--- config.mk ---
export PLATFORM = sky130hd
export DESIGN_NAME = interface_id_table_core
export DESIGN_NICKNAME = d
export VERILOG_FILES = /design/src/rtl/core/iidt_pkg.sv /design/src/rtl/core/iidt_ram.sv /design/src/rtl/core/iidt_ctrl.sv /design/src/rtl/core/iidt_dp.sv /design/src/rtl/core/interface_id_table_core.sv
export SDC_FILE = /design/constraint.sdc
export NUM_CORES = 2
export LEC_CHECK = 0
export ABC_AREA = 1
export BUFFER_PORTS_ARGS = -buffer_cell sky130_fd_sc_hd__buf_2
export CAP_MARGIN = 40
export CORE_ASPECT_RATIO = 0.6
export CORE_MARGIN = 2
export CORE_UTILIZATION = 43
export CTS_CLUSTER_SIZE = 40
export DETAILED_ROUTE_END_ITERATION = 8
export PLACE_DENSITY_LB_ADDON = 0.08
export SKIP_LAST_GASP = 1
export SLEW_MARGIN = 0
export SYNTH_ARGS = -nofsm -noshare
export SYNTH_HDL_FRONTEND = slang
export SYNTH_SLANG_ARGS = --single-unit
--- constraint.sdc ---
create_clock -name clk -period 11 [get_ports clk]
set_input_delay 0 -clock clk [delete_from_list [all_inputs] [get_ports clk]]
set_output_delay 0 -clock clk [all_outputs]
set_load 0.1 [all_outputs]
--- src/rtl/core/iidt_pkg.sv ---
// Shared types, codes and defaults for the interface identifier table.
package iidt_pkg;

  localparam int ENTRIES_DEF = 16;
  localparam int ID_BITS_DEF = 16;
  localparam int FIRST_ID    = 1;
  localparam int MAC_W       = 48;
  localparam int MTU_W       = 16;
  localparam int TID_W       = 16;

  typedef logic [1:0] req_code_t;
  typedef logic [1:0] status_t;

  localparam req_code_t REQ_CREATE = 2'd0;
  localparam req_code_t REQ_DELETE = 2'd1;
  localparam req_code_t REQ_ADMIN  = 2'd2;
  localparam req_code_t REQ_GET    = 2'd3;

  localparam status_t ST_OK       = 2'd0;
  localparam status_t ST_NOSPACE  = 2'd1;
  localparam status_t ST_INVAL    = 2'd2;
  localparam status_t ST_NOTFOUND = 2'd3;

  typedef struct packed {
    req_code_t         req_type;
    logic [TID_W-1:0]  target_id;
    logic              mac_present;
    logic [MAC_W-1:0]  mac_addr;
    logic [MTU_W-1:0]  mtu_value;
    logic              admin_flag;
  } req_t;

  typedef struct packed {
    status_t           status;
    logic [TID_W-1:0]  result_id;
    logic [MAC_W-1:0]  mac_out;
    logic [MTU_W-1:0]  mtu_out;
    logic              admin_out;
  } rsp_t;

  // Commands from the controller to the datapath.
  typedef struct packed {
    logic    cap;
    logic    step;
    logic    create;
    logic    look;
    logic    hit;
    logic    err;
    status_t err_code;
    logic    load;
  } cmd_t;

  // Status from the datapath to the controller.
  typedef struct packed {
    logic is_create;
    logic is_delete;
    logic id_zero;
    logic slot_free;
    logic idx_last;
    logic hit;
    logic pend_last;
    logic out_busy;
  } stat_t;

endpackage

--- src/rtl/core/iidt_ram.sv ---
// Generic single-write, single-read RAM with registered read data.
module iidt_ram #(
  parameter int WIDTH = 8,
  parameter int DEPTH = 16
) (
  input  logic                                            clk,
  input  logic                                            we,
  input  logic [((DEPTH > 1) ? $clog2(DEPTH) : 1)-1:0]    waddr,
  input  logic [WIDTH-1:0]                                wdata,
  input  logic                                            re,
  input  logic [((DEPTH > 1) ? $clog2(DEPTH) : 1)-1:0]    raddr,
  output logic [WIDTH-1:0]                                rdata
);

  logic [WIDTH-1:0] mem [DEPTH];

  always_ff @(posedge clk) begin
    if (we) begin
      mem[waddr] <= wdata;
    end
    if (re) begin
      rdata <= mem[raddr];
    end
  end

endmodule

--- src/rtl/core/iidt_ctrl.sv ---
// Request sequencing state machine for the interface identifier table.
module iidt_ctrl (
  input  logic            clk,
  input  logic            rst,
  input  logic            req_valid,
  output logic            req_ready,
  input  iidt_pkg::stat_t stat,
  output iidt_pkg::cmd_t  cmd
);
  import iidt_pkg::*;

  localparam logic [2:0] S_IDLE = 3'd0;
  localparam logic [2:0] S_DISP = 3'd1;
  localparam logic [2:0] S_FREE = 3'd2;
  localparam logic [2:0] S_LOOK = 3'd3;
  localparam logic [2:0] S_DONE = 3'd4;

  logic [2:0] state;
  logic [2:0] state_next;

  always_ff @(posedge clk) begin
    if (rst) begin
      state <= S_IDLE;
    end else begin
      state <= state_next;
    end
  end

  always_comb begin
    state_next = state;
    cmd        = '0;
    req_ready  = 1'b0;
    unique case (state)
      S_IDLE: begin
        req_ready = 1'b1;
        if (req_valid) begin
          cmd.cap    = 1'b1;
          state_next = S_DISP;
        end
      end
      S_DISP: begin
        if (stat.is_create) begin
          state_next = S_FREE;
        end else if (stat.id_zero) begin
          // Zero never matches; only delete reports it as invalid.
          cmd.err      = 1'b1;
          cmd.err_code = stat.is_delete ? ST_INVAL : ST_NOTFOUND;
          state_next   = S_DONE;
        end else begin
          state_next = S_LOOK;
        end
      end
      S_FREE: begin
        if (stat.slot_free) begin
          cmd.create = 1'b1;
          state_next = S_DONE;
        end else if (stat.idx_last) begin
          cmd.err      = 1'b1;
          cmd.err_code = ST_NOSPACE;
          state_next   = S_DONE;
        end else begin
          cmd.step = 1'b1;
        end
      end
      S_LOOK: begin
        if (stat.hit) begin
          cmd.hit    = 1'b1;
          state_next = S_DONE;
        end else if (stat.pend_last) begin
          cmd.err      = 1'b1;
          cmd.err_code = ST_NOTFOUND;
          state_next   = S_DONE;
        end else begin
          cmd.look = 1'b1;
        end
      end
      S_DONE: begin
        if (!stat.out_busy) begin
          cmd.load   = 1'b1;
          state_next = S_IDLE;
        end
      end
      default: begin
        state_next = S_IDLE;
      end
    endcase
  end

endmodule

--- src/rtl/core/iidt_dp.sv ---
// Datapath: slot storage, scan index, identifier counter and result registers.
module iidt_dp #(
  parameter int ENTRIES = iidt_pkg::ENTRIES_DEF,
  parameter int ID_BITS = iidt_pkg::ID_BITS_DEF
) (
  input  logic            clk,
  input  logic            rst,
  input  iidt_pkg::req_t  req_data,
  input  iidt_pkg::cmd_t  cmd,
  output iidt_pkg::stat_t stat,
  output logic            rsp_valid,
  input  logic            rsp_ready,
  output iidt_pkg::rsp_t  rsp_data
);
  import iidt_pkg::*;

  localparam int IDX_W  = (ENTRIES > 1) ? $clog2(ENTRIES) : 1;
  localparam int WORD_W = ID_BITS + MAC_W + MTU_W + 1;
  localparam logic [IDX_W-1:0] LAST_IDX = IDX_W'(ENTRIES - 1);

  req_t               rq;
  logic [IDX_W-1:0]   idx;
  logic [IDX_W-1:0]   rd_idx;
  logic               pend;
  logic               pend_on;
  logic [ENTRIES-1:0] slot_used;
  logic [ID_BITS-1:0] next_id;
  logic [ID_BITS-1:0] id_inc;
  logic [ID_BITS-1:0] tid_k;
  rsp_t               res;
  rsp_t               res_next;

  logic               ram_we;
  logic [IDX_W-1:0]   ram_waddr;
  logic [WORD_W-1:0]  ram_wdata;
  logic [WORD_W-1:0]  ram_q;
  logic [ID_BITS-1:0] q_id;
  logic [MAC_W-1:0]   q_mac;
  logic [MTU_W-1:0]   q_mtu;
  logic               q_admin;
  logic [MAC_W-1:0]   new_mac;

  // Slot word: identifier, MAC, MTU, admin flag (low bit).
  assign q_admin = ram_q[0];
  assign q_mtu   = ram_q[1 +: MTU_W];
  assign q_mac   = ram_q[1 + MTU_W +: MAC_W];
  assign q_id    = ram_q[WORD_W-1 -: ID_BITS];

  assign tid_k   = ID_BITS'(rq.target_id);
  assign new_mac = rq.mac_present ? rq.mac_addr : '0;
  assign id_inc  = next_id + ID_BITS'(1);

  assign stat.is_create = (rq.req_type == REQ_CREATE);
  assign stat.is_delete = (rq.req_type == REQ_DELETE);
  assign stat.id_zero   = (tid_k == '0);
  assign stat.slot_free = !slot_used[idx];
  assign stat.idx_last  = (idx == LAST_IDX);
  assign stat.hit       = pend && pend_on && (q_id == tid_k);
  assign stat.pend_last = pend && (rd_idx == LAST_IDX);
  assign stat.out_busy  = rsp_valid && !rsp_ready;

  assign ram_we    = cmd.create || (cmd.hit && rq.req_type == REQ_ADMIN);
  assign ram_waddr = cmd.create ? idx : rd_idx;
  assign ram_wdata = cmd.create ? {next_id, new_mac, rq.mtu_value, 1'b0}
                                : {q_id, q_mac, q_mtu, rq.admin_flag};

  iidt_ram #(
    .WIDTH (WORD_W),
    .DEPTH (ENTRIES)
  ) u_slots (
    .clk   (clk),
    .we    (ram_we),
    .waddr (ram_waddr),
    .wdata (ram_wdata),
    .re    (cmd.look),
    .raddr (idx),
    .rdata (ram_q)
  );

  always_comb begin
    res_next = '0;
    if (cmd.err) begin
      res_next.status = cmd.err_code;
    end else if (cmd.create) begin
      res_next.status    = ST_OK;
      res_next.result_id = TID_W'(next_id);
    end else if (rq.req_type == REQ_GET) begin
      res_next.status    = ST_OK;
      res_next.result_id = TID_W'(q_id);
      res_next.mac_out   = q_mac;
      res_next.mtu_out   = q_mtu;
      res_next.admin_out = q_admin;
    end else begin
      res_next.status = ST_OK;
    end
  end

  always_ff @(posedge clk) begin
    if (rst) begin
      slot_used <= '0;
      next_id   <= ID_BITS'(FIRST_ID);
      pend      <= 1'b0;
      rsp_valid <= 1'b0;
    end else begin
      if (cmd.cap) begin
        pend <= 1'b0;
      end else if (cmd.look) begin
        pend <= 1'b1;
      end
      if (cmd.create) begin
        slot_used[idx] <= 1'b1;
        // The counter skips zero when it wraps.
        next_id <= (id_inc == '0) ? ID_BITS'(FIRST_ID) : id_inc;
      end
      if (cmd.hit && rq.req_type == REQ_DELETE) begin
        slot_used[rd_idx] <= 1'b0;
      end
      if (cmd.load) begin
        rsp_valid <= 1'b1;
      end else if (rsp_ready) begin
        rsp_valid <= 1'b0;
      end
    end
  end

  always_ff @(posedge clk) begin
    if (cmd.cap) begin
      rq  <= req_data;
      idx <= '0;
    end else if (cmd.step || (cmd.look && idx != LAST_IDX)) begin
      idx <= idx + IDX_W'(1);
    end
    if (cmd.look) begin
      rd_idx  <= idx;
      pend_on <= slot_used[idx];
    end
    if (cmd.err || cmd.create || cmd.hit) begin
      res <= res_next;
    end
    if (cmd.load) begin
      rsp_data <= res;
    end
  end

endmodule

--- src/rtl/core/interface_id_table_core.sv ---
// Interface identifier table top level: controller plus datapath.
// Each request gives exactly one response. A create scans the slot-used bits one per cycle
// for the lowest free slot; delete, set-admin and get scan the slot RAM one entry per cycle
// through its registered read port and stop at the lowest slot holding the identifier. A
// new request is taken once the previous response has moved into the output register.
// Reset frees every slot at once through per-slot used bits; no clearing pass is needed.
module interface_id_table_core #(
  parameter int ENTRIES = iidt_pkg::ENTRIES_DEF,
  parameter int ID_BITS = iidt_pkg::ID_BITS_DEF
) (
  input  logic           clk,
  input  logic           rst,
  input  logic           req_valid,
  output logic           req_ready,
  input  iidt_pkg::req_t req_data,
  output logic           rsp_valid,
  input  logic           rsp_ready,
  output iidt_pkg::rsp_t rsp_data
);
  import iidt_pkg::*;

  cmd_t  cmd;
  stat_t stat;

  iidt_ctrl u_ctrl (
    .clk       (clk),
    .rst       (rst),
    .req_valid (req_valid),
    .req_ready (req_ready),
    .stat      (stat),
    .cmd       (cmd)
  );

  iidt_dp #(
    .ENTRIES (ENTRIES),
    .ID_BITS (ID_BITS)
  ) u_dp (
    .clk       (clk),
    .rst       (rst),
    .req_data  (req_data),
    .cmd       (cmd),
    .stat      (stat),
    .rsp_valid (rsp_valid),
    .rsp_ready (rsp_ready),
    .rsp_data  (rsp_data)
  );

  a_create_free: assert property (@(posedge clk) disable iff (rst)
    cmd.create |-> stat.slot_free)
    else $error("create issued on an occupied slot");

  a_one_at_a_time: assert property (@(posedge clk) disable iff (rst)
    (req_valid && req_ready) |=> !req_ready)
    else $error("second request taken while one is in progress");

  a_load_shows: assert property (@(posedge clk) disable iff (rst)
    cmd.load |=> rsp_valid)
    else $error("response loaded but not presented");

  a_hit_not_create: assert property (@(posedge clk) disable iff (rst)
    cmd.hit |-> !stat.is_create)
    else $error("lookup hit during a create");

endmodule

* Word level (Yosys, flattened, before mapping) *
Memories as Yosys holds them, arrays and structs flattened. A register that Yosys moved wholly into a read port is not among the register bits.
Cells that the tools add are included.

storage, ports and cells
  RAM bits = 1296
  output and inout bits = 85
  bits in registers = 296
  memories kept = 1
  bits of input ports = 88

memories
  memory            depth  bits a word  rd ports  clocked after memory_dff  wr ports  RTL line        source
  u_dp.u_slots.mem  16     81           1         1                         1         iidt_ram.sv:15  logic [WIDTH-1:0] mem [DEPTH];

operators by class
  magnitude comparators = 4
  reductions and logical operators = 22
  mux-type cells = 50
  eq/ne operators = 15
  bitwise logic cells = 4
  add/subtract/negate cells = 2

operators with widths
  kind                                                                                 number
  81-bit 2-to-1 mux                                                                    2
  16-bit 2-to-1 mux                                                                    5
  48-bit 2-to-1 mux                                                                    1
  3-bit 2-to-1 mux                                                                     14
  16-bit zero test                                                                     2
  1-bit 2-to-1 mux                                                                     19
  16-bit by 1-bit adder with 16-bit output, second input constant                      1
  16-bit bitwise AND                                                                   1
  16-bit equality test                                                                 1
  16-bit NOT                                                                           1
  16-bit OR                                                                            1
  3-bit one-hot mux with 5 select lines                                                1
  4-bit by 5-bit less-than comparator with 1-bit output, second input constant         2
  1-bit logical AND                                                                    9
  3-bit one-hot mux with 3 select lines                                                1
  1-bit demux with 4-bit select                                                        2
  4-bit equality test, second input constant                                           2
  4-bit by 1-bit greater-or-equal comparator with 1-bit output, second input constant  2
  3-bit by 2-bit equality test with 1-bit output, second input constant                2
  2-bit 2-to-1 mux                                                                     3
  3-bit != test, second input constant                                                 2
  4-bit by 1-bit adder with 4-bit output, second input constant                        1
  1-bit binary-select mux with 4-bit select                                            1
  2-bit equality test, second input constant                                           2
  15 further kinds                                                                     19

* Depth between registers and ports, before layout *
  depth after elaboration = 9
  mapped depth = 13
  depth with buffers taken out = 13

* Modules after synthesis *
From an unflattened synthesis, not the netlist that was laid out.

unflattened totals
  cell total of the unflattened synthesis = 6380
  area total of the unflattened synthesis = 70142.3 um2

by module, submodules not included
  module     area an instance (um2)  times used  cells an instance
  iidt_ram   58153.3                 1           5319
  iidt_dp    11667.4                 1           997
  iidt_ctrl  321.6                   1           64

* Worst setup path after synthesis *
No wires, ideal clock.

  path kind = register to register
  start = register u_dp.rsp_valid
  end = register u_dp.rsp_data[0] (netlist name)
  path buffers = 0
  arrival = 8.674 ns
  slack = 1.598 ns
  data required time = 10.271 ns
  cell stages (with the launch flop) = 4
  path through = dfxtp_1 -> inv_1 -> nor2_1 -> nor4_1

RTL lines
  element                   RTL line        source
  start: declaration        iidt_dp.sv:11   output logic rsp_valid,
  start signal: assignment  iidt_dp.sv:103  rsp_valid <= 1'b0;
  start signal: assignment  iidt_dp.sv:119  rsp_valid <= 1'b1;
  start signal: assignment  iidt_dp.sv:121  rsp_valid <= 1'b0;

* Final worst setup path *
  start = register u_dp.idx[0]
  end = memory u_dp.u_slots.mem[11][34] in the netlist's numbering (enable)

on the way
  cells in the longest elaborated chain, start to end = 7
  elaborated cells on any way between the ends = 8

RTL lines
  element                                    RTL line         source
  start: declaration                         iidt_dp.sv:22    logic [IDX_W-1:0] idx;
  start signal: assignment                   iidt_dp.sv:131   idx <= idx + IDX_W'(1);
  1-bit binary-select mux with 4-bit select  iidt_dp.sv:56    assign stat.slot_free = !slot_used[idx];
  1-bit 2-to-1 mux (not written as such)     iidt_dp.sv:56
  1-bit 2-to-1 mux                           iidt_ctrl.sv:54  if (stat.slot_free) begin
  2-bit 2-to-1 mux                           iidt_ctrl.sv:33  unique case (state)
  1-bit logical OR                           iidt_dp.sv:62    assign ram_we = cmd.create || (cmd.hit && rq.req_type == REQ_ADMIN);
  1-bit 2-to-1 mux                           iidt_ram.sv:18   if (we) begin
  1-bit 2-to-1 mux (not written as such)     iidt_ram.sv:19   mem[waddr] <= wdata;
  end: declaration                           iidt_ram.sv:15

Parallel ways exist; a longest one is shown, timed or not. The select of a mux whose other input is x is not followed.

==> impl_metrics.toml <==
[power_and_ir_drop]
pwr-share-clk = 0.321
p_leak_nw = 25.22
intPower_mw = 11.57
power.total_mw = 16.57
p_switching_mw = 5.000
seq_power_share = 0.493
peakVddDrop_uv = 162.7
powerDensity_mw_per_mm2 = 220.3
p_sw_frac = 0.3017
p_comb_frac = 0.186

[worst_setup_path]
r2r_start = "u_dp.idx[0]"
crit_path_start_kind = "flip-flop"
r2r-end = "u_dp.u_slots.mem[11][34]"
required_ns = 11.40
cp-end-kind = "flip-flop"
crit_fanout = 190
setup.worst_path.class = "reg -> reg"
cp.arrival_ns = 6.08
rrSetupSlack_ns = 5.31
r2r_cells = 15

[finish]
fillers = 13050
syn2layout_area_growth_pct = 16.40
layout_commonest_cell = "edfxtp_1"
drive_above_1_share = 0.1159
final_cell_mix = "edfxtp_1, nor2_1, o21ai_0"
diodes = 0
final_cell_area_sq_mm = 0.07520
nets = 5334

[placement]
dp_worst_setup_slack_ns = 5.151
place_congestion = 0.8699
hpwl_mm = 94.61
postPlaceCellArea_sq_mm = 0.06856
io_buffers = 172

[timing]
fmax_mhz = 175.9
slew_headroom = 0.2544
finClkSkew_ns = 0.03353
holdWs_ns = 0.09534
min_period_ns = 5.686
final-hold-violation-count = 0
final.setup.tns_ns = 0
setup_violations = 0
drv_slew = 0
timing.final.ws_setup_ns = 5.314
grt_setup_unrepaired = "no"
tightest_slew_ns = 1.118
post-route-period-util = 0.5169

[grt]
track_usage = 0.2275
antenna_found_initial = 1
overflow = 0
grt_max_degree = 232
grt_pass1_wl_mm = 262.5
grt_pass1_vias = 38760

[cts]
clk_pin_slew_worst_paths_ns = 0.06
cts_resized = 0
clk-insertion-delay-late_ns = 0.80
cts_setup_buffers = 0
cts_tree = "yes"
cts.sinks = 1673
cts_inserted_buffers = 159
cts_max_path_buffers = 3
clock-root-buffer = "clkbuf_16"
hold_buffers = 170
htreeDepth = 4

[synthesis]
syn-cell-area_sq_mm = 0.06460
synth_nets = 4963
syn_area_per_cell_sq_um = 13.27
ys_warn_count = 0
synth-seq-cells = 1673
synth_top_area_frac = 0.7586
synth_enable_flop_cells = 1632
yosys.area.top_type = "edfxtp_1"
synthTopCellsByArea = "edfxtp_1, o21ai_0, nor2_1"
ys_types = 38
synth_ff_type = "edfxtp_1"
synthCells = 4869
seq_area_frac_synth = 0.7713
synthArstFlopShare = 0

[job]
maxCapViolations = 0

[detailed_routing]
drc = 0
vias = 40060
dr.first_iter.drc_count = 4208
viasPerCell = 5.425
first_pass_iters = 5
wirelength_mm = 176.2
drtAntennaViolNets = 0
wl_per_cell_um = 23.87

[floorplanning]
fp.dieArea_sq_mm = 0.1535
die_h_um = 304.2
start_util = 0.4318
ios = 173
num_rows = 110
die_x_um = 504.4
core-area_sq_mm = 0.1496

[hold_path]
hold_class = "in -> reg"
min_delay_worst_endpoint = "u_dp.rq[49]"
min_path_cells = 2
min_from = "req_data[49]"

[status]
outcome = "finished clean"
[metrics by stage]
stage	std cells	util
CTS	7383	0.5025
detailed placement	6924	0.4583
global placement	6855	0.4520
finish	7384	0.5026
global route	7384	0.5026
floorplan	4869	-
[synth_stat cells, types with 7 or more instances]
cell	instances
a211oi_2	7
a21oi_1	31
buf_2	48
buf_4	7
buf_6	11
clkbuf_1	221
dfxtp_1	41
edfxtp_1	1632
inv_1	144
nand2_1	540
nand3_1	79
nand3_2	29
nand4_1	98
nor2_1	847
nor3_1	7
o21ai_0	700
o21ai_1	58
o22ai_1	324
[worst max path at each step]
stage                               from                       end  depth (start not counted)
after detailed placement     u_dp.idx[0]  u_dp.u_slots.mem[10][69]                         15
after floorplan           u_dp.rsp_valid          u_dp.rsp_data[0]                          3
after CTS                    u_dp.idx[0]  u_dp.u_slots.mem[10][70]                         15
after global routing         u_dp.idx[0]  u_dp.u_slots.mem[11][35]                         15
after global placement       u_dp.idx[1]  u_dp.u_slots.mem[10][74]                         13
final                        u_dp.idx[0]  u_dp.u_slots.mem[11][34]                         15
[routing by layer]
metal / wire length (um) / GRT usage / part of all wire / vias up
met5: 0 / 0 / 0 / -
met4: 2835 / 0.04931 / 0.016 / 0
met3: 9960 / 0.03565 / 0.057 / 197
li1: - / - / - / 18570
met1: 86500 / 0.3564 / 0.49 / 20140
met2: 76950 / 0.3339 / 0.44 / 1155
[sequential cells by signal, indices dropped and copies added, names as in the netlist, 16 cells and up]
register / flops
u_dp.next_id: 16
u_dp.res: 83
u_dp.rq: 68
u_dp.rsp_data: 83
u_dp.slot_used: 16
u_dp.tid_k: 16
u_dp.u_slots.mem: 1296
u_dp.u_slots.rdata: 81
[logic make-up after synthesis]
group,Yosys count,share of synthesized area
AOI/OAI and AO/OA,1127,0.09465
xor gates and xnor gates,8,0.001085
adders and majority gates,6,0.001162
buffers and inverters,446,0.02942
DFF,1673,0.7713
and+or+nand+nor,1609,0.1024
[power groups by stage]
stage	clock network [mW]	logic (mW)	registers (mW)
after floorplan	0	1.51	8.78
after global placement	0	2.91	8.33
after detailed placement	0	3.05	8.31
after CTS	5.43	3.10	8.18
after global routing	5.69	3.36	8.21
final	5.32	3.07	8.18
[area by class of cell]
| cell class | instances | area [sq um] | area share |
|---|---|---|---|
| sequential | 1673 | 49840 | 0.6627 |
| multi-input combinational | 2750 | 13040 | 0.1735 |
| clock buffer | 205 | 4235 | 0.05632 |
| inverter | 149 | 589.3 | 0.007837 |
| timing repair buffer | 507 | 4297 | 0.05714 |
| clock inverter | 84 | 675.6 | 0.008985 |
| tap | 2016 | 2522 | 0.03354 |
[worst max-delay path: stages (launching register included)]
cell and delay (ns):
dfxtp_4 0.79, buf_12 0.53, nand2_1 0.16, o211ai_1 0.12, nand2_1 0.09, nand2_1 0.07, nand2_2 0.09, nor2_8 0.18
nand2_4 0.44, nand2_1 0.20, nand2_1 0.11, inv_1 0.09, nand2_1 0.23, nor2_4 0.66, buf_4 0.59, buf_4 0.82
Power figures use the tool's default switching activity.
